File: src/design/dis_pkg.sv
package dis_pkg;

    localparam int ITEM_COUNT = 12;
    localparam int CNT_W      = (ITEM_COUNT > 1) ? $clog2(ITEM_COUNT) : 1;
    localparam int POS_W      = 4;
    localparam int VAL_W      = 32;

    localparam logic [CNT_W-1:0] LAST_IDX = CNT_W'(ITEM_COUNT - 1);

    // One slot of the sorting chain
    typedef struct packed {
        logic [POS_W-1:0]        pos;
        logic signed [VAL_W-1:0] val;
    } t_slot;

    // Controller to datapath commands
    typedef struct packed {
        logic             insert;
        logic             shift;
        logic [CNT_W-1:0] fill;
    } t_dp_cmd;

    // Low POS_W bits of an arrival count, zero-extended when the count is narrower
    function automatic logic [POS_W-1:0] to_pos(input logic [CNT_W-1:0] c);
        logic [31:0] w;
        w = 32'(c);
        return w[POS_W-1:0];
    endfunction

endpackage

File: src/design/dis_ctrl.sv
module dis_ctrl (
    input  logic            i_clk,
    input  logic            i_rst_n,
    input  logic            i_sample_valid,
    output logic            o_sample_ready,
    output logic            o_result_valid,
    input  logic            i_result_ready,
    output logic            o_batch_end,
    output dis_pkg::t_dp_cmd o_cmd
);

    typedef enum logic [0:0] {
        S_LOAD,
        S_DRAIN
    } t_state;

    t_state                    r_state, n_state;
    logic [dis_pkg::CNT_W-1:0] r_count, n_count;
    logic                      w_last;
    logic                      w_in_acc;
    logic                      w_out_acc;

    assign o_sample_ready = (r_state == S_LOAD);
    assign o_result_valid = (r_state == S_DRAIN);
    assign w_last         = (r_count == dis_pkg::LAST_IDX);
    assign o_batch_end    = o_result_valid && w_last;
    assign w_in_acc       = i_sample_valid && o_sample_ready;
    assign w_out_acc      = o_result_valid && i_result_ready;

    assign o_cmd.insert = w_in_acc;
    assign o_cmd.shift  = w_out_acc;
    assign o_cmd.fill   = r_count;

    always_comb begin
        n_state = r_state;
        n_count = r_count;
        unique case (r_state)
            S_LOAD: begin
                if (w_in_acc) begin
                    if (w_last) begin
                        n_state = S_DRAIN;
                        n_count = '0;
                    end else begin
                        n_count = r_count + 1'b1;
                    end
                end
            end
            S_DRAIN: begin
                if (w_out_acc) begin
                    if (w_last) begin
                        n_state = S_LOAD;
                        n_count = '0;
                    end else begin
                        n_count = r_count + 1'b1;
                    end
                end
            end
            default: begin
                n_state = S_LOAD;
                n_count = '0;
            end
        endcase
    end

    always_ff @(posedge i_clk) begin
        if (!i_rst_n) begin
            r_state <= S_LOAD;
            r_count <= '0;
        end else begin
            r_state <= n_state;
            r_count <= n_count;
        end
    end

endmodule

File: src/design/dis_chain.sv
module dis_chain (
    input  logic                             i_clk,
    input  dis_pkg::t_dp_cmd                 i_cmd,
    input  logic signed [dis_pkg::VAL_W-1:0] i_sample_value,
    output logic [dis_pkg::POS_W-1:0]        o_source_position,
    output logic signed [dis_pkg::VAL_W-1:0] o_ranked_value
);

    localparam int N = dis_pkg::ITEM_COUNT;

    dis_pkg::t_slot r_slot [N];
    dis_pkg::t_slot n_slot [N];
    dis_pkg::t_slot w_new;
    logic [N-1:0]   w_keep;

    assign w_new.pos = dis_pkg::to_pos(i_cmd.fill);
    assign w_new.val = i_sample_value;

    // A filled slot holding a value >= the new one stays put (stable for ties).
    // The kept slots form a prefix, since the chain is sorted high to low.
    for (genvar i = 0; i < N; i++) begin : g_slot
        assign w_keep[i] = (32'(i_cmd.fill) > 32'(i)) && (r_slot[i].val >= i_sample_value);

        always_comb begin
            n_slot[i] = r_slot[i];
            if (i_cmd.insert) begin
                if (!w_keep[i]) begin
                    if (i == 0) begin
                        n_slot[i] = w_new;
                    end else if (w_keep[(i == 0) ? 0 : i-1]) begin
                        n_slot[i] = w_new;
                    end else begin
                        n_slot[i] = r_slot[(i == 0) ? 0 : i-1];
                    end
                end
            end else if (i_cmd.shift && (i < N-1)) begin
                n_slot[i] = r_slot[(i < N-1) ? i+1 : i];
            end
        end

        always_ff @(posedge i_clk) begin
            r_slot[i] <= n_slot[i];
        end
    end

    assign o_source_position = r_slot[0].pos;
    assign o_ranked_value    = r_slot[0].val;

endmodule

File: src/design/descending_index_sorter.sv
// Stable descending sort of a batch of ITEM_COUNT signed values.
// The first result is valid in the cycle after the last sample of a batch.
// Loading and draining alternate: no sample of the next batch is taken until
// the batch end result is taken; the chain has a single insert/shift port.
// Reset (synchronous, active low) returns to loading an empty batch; the
// chain contents are left as they are.
module descending_index_sorter (
    input  logic                             i_clk,
    input  logic                             i_rst_n,
    // sample channel
    input  logic                             i_sample_valid,
    output logic                             o_sample_ready,
    input  logic signed [dis_pkg::VAL_W-1:0] i_sample_value,
    // result channel
    output logic                             o_result_valid,
    input  logic                             i_result_ready,
    output logic [dis_pkg::POS_W-1:0]        o_source_position,
    output logic signed [dis_pkg::VAL_W-1:0] o_ranked_value,
    output logic                             o_batch_end
);

    // Controller: counts samples in while loading, results out while draining.
    // Sample ready and result valid come straight from its state, so the two
    // phases never overlap and a stalled result simply holds the chain.
    dis_pkg::t_dp_cmd w_cmd;

    dis_ctrl u_ctrl (
        .i_clk          (i_clk),
        .i_rst_n        (i_rst_n),
        .i_sample_valid (i_sample_valid),
        .o_sample_ready (o_sample_ready),
        .o_result_valid (o_result_valid),
        .i_result_ready (i_result_ready),
        .o_batch_end    (o_batch_end),
        .o_cmd          (w_cmd)
    );

    // Datapath: a chain of slots kept sorted high to low. Each sample is inserted
    // behind all slots with an equal or higher value; during drain the chain shifts
    // toward slot 0, which is the output register.
    dis_chain u_chain (
        .i_clk             (i_clk),
        .i_cmd             (w_cmd),
        .i_sample_value    (i_sample_value),
        .o_source_position (o_source_position),
        .o_ranked_value    (o_ranked_value)
    );

endmodule

File: config.mk
export PLATFORM = sky130hd
export DESIGN_NAME = descending_index_sorter
export DESIGN_NICKNAME = d
export VERILOG_FILES = /design/src/design/dis_pkg.sv /design/src/design/dis_ctrl.sv /design/src/design/dis_chain.sv /design/src/design/descending_index_sorter.sv
export SDC_FILE = /design/constraint.sdc
export NUM_CORES = 1
export LEC_CHECK = 0
export BUFFER_PORTS_ARGS = -buffer_cell sky130_fd_sc_hd__buf_2
export CAP_MARGIN = 20
export CORE_ASPECT_RATIO = 0.7
export CORE_MARGIN = 2
export CORE_UTILIZATION = 25
export CTS_CLUSTER_DIAMETER = 200
export DETAILED_ROUTE_END_ITERATION = 8
export SLEW_MARGIN = 5
export SYNTH_ARGS = -nofsm -noshare
export SYNTH_HDL_FRONTEND = slang
export SYNTH_SLANG_ARGS = --single-unit
File: constraint.sdc
create_clock -name i_clk -period 12.65 [get_ports i_clk]
set_clock_uncertainty 0.15 [all_clocks]
set_input_delay 1.265 -clock i_clk [delete_from_list [all_inputs] [get_ports i_clk]]
set_output_delay 1.265 -clock i_clk [all_outputs]
set_load 0.05 [all_outputs]
---- After elaboration in Yosys (flattened, before gate mapping) ----
Memories as Yosys holds them, arrays and structs flattened.
Index checks and enable logic that the tools add are counted.
operators by class
  $add $sub $neg .......................... 1
  $lt $le $gt $ge ......................... 24
  equal/unequal tests ..................... 3
  mux-type cells .......................... 55
  reduce and logical (&&, ||, !) cells .... 16
  bitwise gates (word level) .............. 1
operators by type and width
  kind                 number
  $mux 36              46
  $ge 32x32->1         12
  $gt 4x3->1 const B   4
  $gt 4x4->1 const B   4
  $logic_and 1x1->1    15
  $mux 4               3
  $gt 4x1->1 const B   2
  $gt 4x2->1 const B   2
  $pmux 4 s2           1
  $add 4x1->4 const B  1
  $eq 4x4->1 const B   1
  $mux 1               4
  $ne 2x2->1 const B   2
  $pmux 1 s2           1
  $reduce_and 2->1     1
  $not 1->1            1
storage, ports and cells
  word-level logic and storage cells ...... 103
  bits in registers ....................... 5
  memory bits (writable) .................. 432
  output and inout port bits .............. 39
  bits of input ports ..................... 36
  memories kept ........................... 1
memory list
  memory          depth  width  rd ports  clocked after memory_dff  write ports  line             RTL
  u_chain.r_slot  12     36     12        0                         12           dis_chain.sv:11  dis_pkg::t_slot r_slot [N];

---- Logic depth before layout (Yosys ltp) ----
  depth in word-level cells ............... 5
  gate-level depth with buffers ........... 12
  mapped depth without buffers ............ 10

---- Hierarchy ----
From an unflattened synthesis, not the netlist that was laid out.
second synthesis, totals
  cells, all modules ...................... 2917
  area total of the unflattened synthesis .. 30740.7 sq um
modules (own cells, without submodules)
  module     cells an instance  sequential area each (sq um)  area an instance (sq um)  times used
  dis_chain  2884               12972.4                       30453.0                   1
  dis_ctrl   33                 100.1                         287.8                     1

---- Worst setup path after synthesis ----
No wires, ideal clock.
  kind .................................... input to register
  start point ............................. input port i_sample_value[10] in the netlist's numbering
  end point ............................... memory u_chain.r_slot[0][100] in the netlist's numbering, enable pin
  cell stages on the path ................. 9
  path buffers ............................ 0
  path slack .............................. 6715 ps
  required time ........................... 12021 ps
  library setup time ...................... 479 ps
  arrival time ............................ 5306 ps
  cell sequence ........................... inv_1 -> ha_1 -> a21oi_1 -> nand2_1 -> a221oi_1 -> o211a_1 -> o2111ai_1 -> and2_1 -> o21ai_0
RTL lines
  what             line                           RTL
  start, declared  descending_index_sorter.sv:13  input logic signed [dis_pkg::VAL_W-1:0] i_sample_value,
  end, declared    dis_chain.sv:11

==> flow_summary_export.csv <==
group,metric,value,unit
critical_path,r2r-start,"u_chain.r_slot[0][138]",
timing,fin_crit_sh,40.14,%
drt,ant_nets,0,
cells_and_area,fin_util,28.07,%
timing,tns,0,ps
floorplan,die_h,302.8,um
clock_network,insertion_delay,620,ps
cells_and_area,layout_commonest_cell,"nand2_1",
clock_network,h-tree-depth,2,
global_route,grt_util_all_layers,16.14,%
placement,placed_cell_area,33760,um^2
cells_and_area,drive_gt1_share,6.907,%
clock_network,cts-resized-gates,0,
timing,fin_crit,5077,ps
clock_network,cts_sinks,437,
clock_network,cts_tree,"yes",
critical_path,required,12750,ps
timing,grt_setup_unrepaired,"no",
cells_and_area,area_delta_synth_final,11.32,%
drt,wire_per_inst,22.21,um
hold_path,hold_path.class,"reg2reg",
drt,drc,0,
clock_network,clkTransAtPathRegs,60,ps
cells_and_area,final_cell_mix,"nand2_1, edfxtp_1, ha_1",
hold_path,hp-start,"u_chain.r_slot[0][69]",
yosys,yosys_warnings,0,
yosys,synth_seq_cells,437,
floorplan,dieArea,130400,um^2
cells_and_area,fillers,13090,
yosys,async_flop_share,0,%
critical_path,cp-end-kind,"flip-flop",
drt,vias,27410,
drt,dr.pass1.iters,6,
drt,post_drt_via_cell_ratio,5.546,
yosys,ys.flop_type,"edfxtp_1",
critical_path,rr_worst_depth,8,
power_and_ir_drop,vdd_drop_max,0.09303,mV
cells_and_area,final_cell_area,35490,um^2
clock_network,cts.hold.buffers_added,0,
hold_path,min_path_cells,2,
hold_path,min_to,"u_chain.r_slot[0][33]",
drt,initialDrtViolationCount,3773,
timing,final_max_slew_viol_count,0,
clock_network,post_cts.repair.setup_buffers,0,
timing,final-setup-viol-count,0,
clock_network,clockBufferDepth,3,
timing,hold_viol,0,
yosys,synth_cells,3318,
timing,max_freq,197.0,MHz
global_route,grt-ovfl-total,0,
global_route,grt_pass1_vias,24690,
critical_path,r2r_end,"u_chain.r_slot[1][2]",
power_and_ir_drop,switching_share,32.14,%
global_route,grt_antenna_before_repair,14,
power_and_ir_drop,intPower,3043,uW
clock_network,cts_inserted_buffers,52,
power_and_ir_drop,clock_power_share,35.1,%
yosys,synth_edf_count,432,
clock_network,clockRootBuffer,"clkbuf_16",
global_route,grt_max_degree,183,
yosys,synth_area,31880,um^2
critical_path,critPathMaxStageDelay,780,ps
power_and_ir_drop,power.density,126.4,nW/um^2
critical_path,crit_slowest_cell,"buf_4",
cells_and_area,final_cells,4941,
critical_path,path_class,"in2reg",
critical_path,crit_fanout,103,
power_and_ir_drop,p_switching,1441,uW
placement,dp_cells,4841,
run_status,status,"finished, final reports clean",
global_route,grt_pass1_wl,162800,um
cells_and_area,final_net_count,3656,
floorplan,boundaryPins,75,
yosys,ys_types,68,
critical_path,worst-r2r-setup-slack,8320,ps
placement,place_congestion,0.8646,
floorplan,initial_core_util,25.22,%
yosys,syn_avg_cell_area,9.608,um^2
flow_run,maxCapViolCount,0,
critical_path,crit_chain,"buf_2 -> inv_1 -> ha_1 -> a21o_1 -> a21o_1 -> a21oi_1 -> o21ai_1 -> a221oi_4 -> buf_4 -> a31oi_1 -> o21ai_4 -> buf_4",
critical_path,cp-start-kind,"input port",
floorplan,core-area,126400,um^2
yosys,ys_seq_area_share,41.01,%
floorplan,die_w,430.8,um
yosys,synth.net_count,3743,
drt,drt_wl_total,109700,um
power_and_ir_drop,p_comb_share,21.3,%
timing,maxSlewHeadroom,25.66,%
floorplan,rows,109,
placement,portBuffers,74,
critical_path,arrival,5180,ps
placement,hpwl,79600,um
power_and_ir_drop,seq_power_share,43.6,%
timing,worst_slew_pin_slew,1115,ps
power_and_ir_drop,p_leak,0.01321,uW
[flip-flops by register name, summed over array words and instances (netlist names)]
name,flops
u_chain.r_slot,432
u_ctrl.o_result_valid,1
u_ctrl.r_count,4
[Yosys cell counts (17+ instances only)]
cell / n / share of area [%]
a21o_1: 70 / 1.6
a21oi_1: 266 / 4.2
a41oi_1: 35 / 0.96
buf_1: 21 / 0.25
buf_4: 36 / 0.85
clkbuf_1: 188 / 2.2
edfxtp_1: 432 / 41
ha_1: 389 / 15
inv_1: 57 / 0.67
mux2i_1: 65 / 2.0
nand2_1: 500 / 5.9
nand3_1: 250 / 3.9
nand3b_1: 34 / 0.80
nand4_1: 116 / 2.3
nor2_1: 121 / 1.4
nor2b_1: 17 / 0.33
nor3_1: 59 / 0.93
nor3b_1: 35 / 0.82
o211ai_1: 274 / 6.5
o21ai_0: 44 / 0.69
o21ai_1: 20 / 0.31
o311a_1: 36 / 1.1
or3_1: 41 / 0.80
or4_1: 42 / 0.99
[worst max-delay path, delay by kind of cell]
kind	cells	cell delay [ps]
buffers and inverters	4	1880
AOI/OAI and AO/OA	7	1590
adders and majority gates	1	360
[cell type report]
cell class,instances,area [um^2],area share [%]
Antenna cell,4,10.01,0.02821
Clock buffer,71,1414,3.984
Clock inverter,24,285.3,0.8039
Inverter,59,221.5,0.6241
Multi-Input combinational cell,2562,17620,49.65
Sequential cell,437,13070,36.84
Tap cell,1665,2083,5.870
Timing Repair Buffer,119,783.3,2.207
[cell families (layout without fill, tap and decap cells)]
group	after synthesis	count (layout)	synth area share, %
AOI/OAI and AO/OA	850	850	18.10
xor gates and xnor gates	5	5	0.1374
adders and majority gates	389	389	15.27
buffers and inverters	319	273	4.427
DFF	437	437	41.01
muxes	65	65	2.041
other	0	4	0
and+or+nand+nor	1253	1253	19.02
[per-layer routing]
layer | vias up | part of all wire [%] | global-route usage, % | wire (um)
met1 | 13180 | 49 | 25.98 | 53720
met5 | - | 0.082 | 0 | 90
met4 | 14 | 1.7 | 3.124 | 1887
li1 | 12670 | - | - | -
met2 | 1413 | 38 | 21.10 | 41750
met3 | 128 | 11 | 3.921 | 12280
[per-stage QoR]
| step | hold WS (ps) | power [uW] | setup WS [ps] |
|---|---|---|---|
| 6_report | 397.6 | 4485 | 7573 |
| 3_3_place_gp | 387.7 | 2888 | 7105 |
| 5_1_grt | 431.8 | 4677 | 7356 |
| 3_5_place_dp | 383.3 | 2914 | 7036 |
| 2_1_floorplan | 351.2 | 2585 | 6715 |
| 4_1_cts | 398.9 | 4486 | 7672 |
[worst max path at each step]
stage,start,end,cells after the start
3_3_place_gp,i_sample_value[21],u_chain.r_slot[2][79],12
2_1_floorplan,i_sample_value[10],u_chain.r_slot[0][100],9
5_1_grt,i_sample_value[25],u_chain.r_slot[2][93],12
4_1_cts,i_sample_value[25],u_chain.r_slot[2][93],12
3_5_place_dp,i_sample_value[21],u_chain.r_slot[2][76],12
6_report,i_sample_value[25],u_chain.r_slot[2][80],12
[power by group through the flow]
| stage | sequential (uW) | clock, uW | combinational, uW |
|---|---|---|---|
| after floorplan | 1900 | 0 | 690 |
| after global routing | 1970 | 1650 | 1060 |
| after detailed placement | 1970 | 0 | 942 |
| after global placement | 1970 | 0 | 914 |
| after CTS | 1940 | 1600 | 947 |
| final | 1950 | 1570 | 956 |
Power figures use the tool's default switching activity.
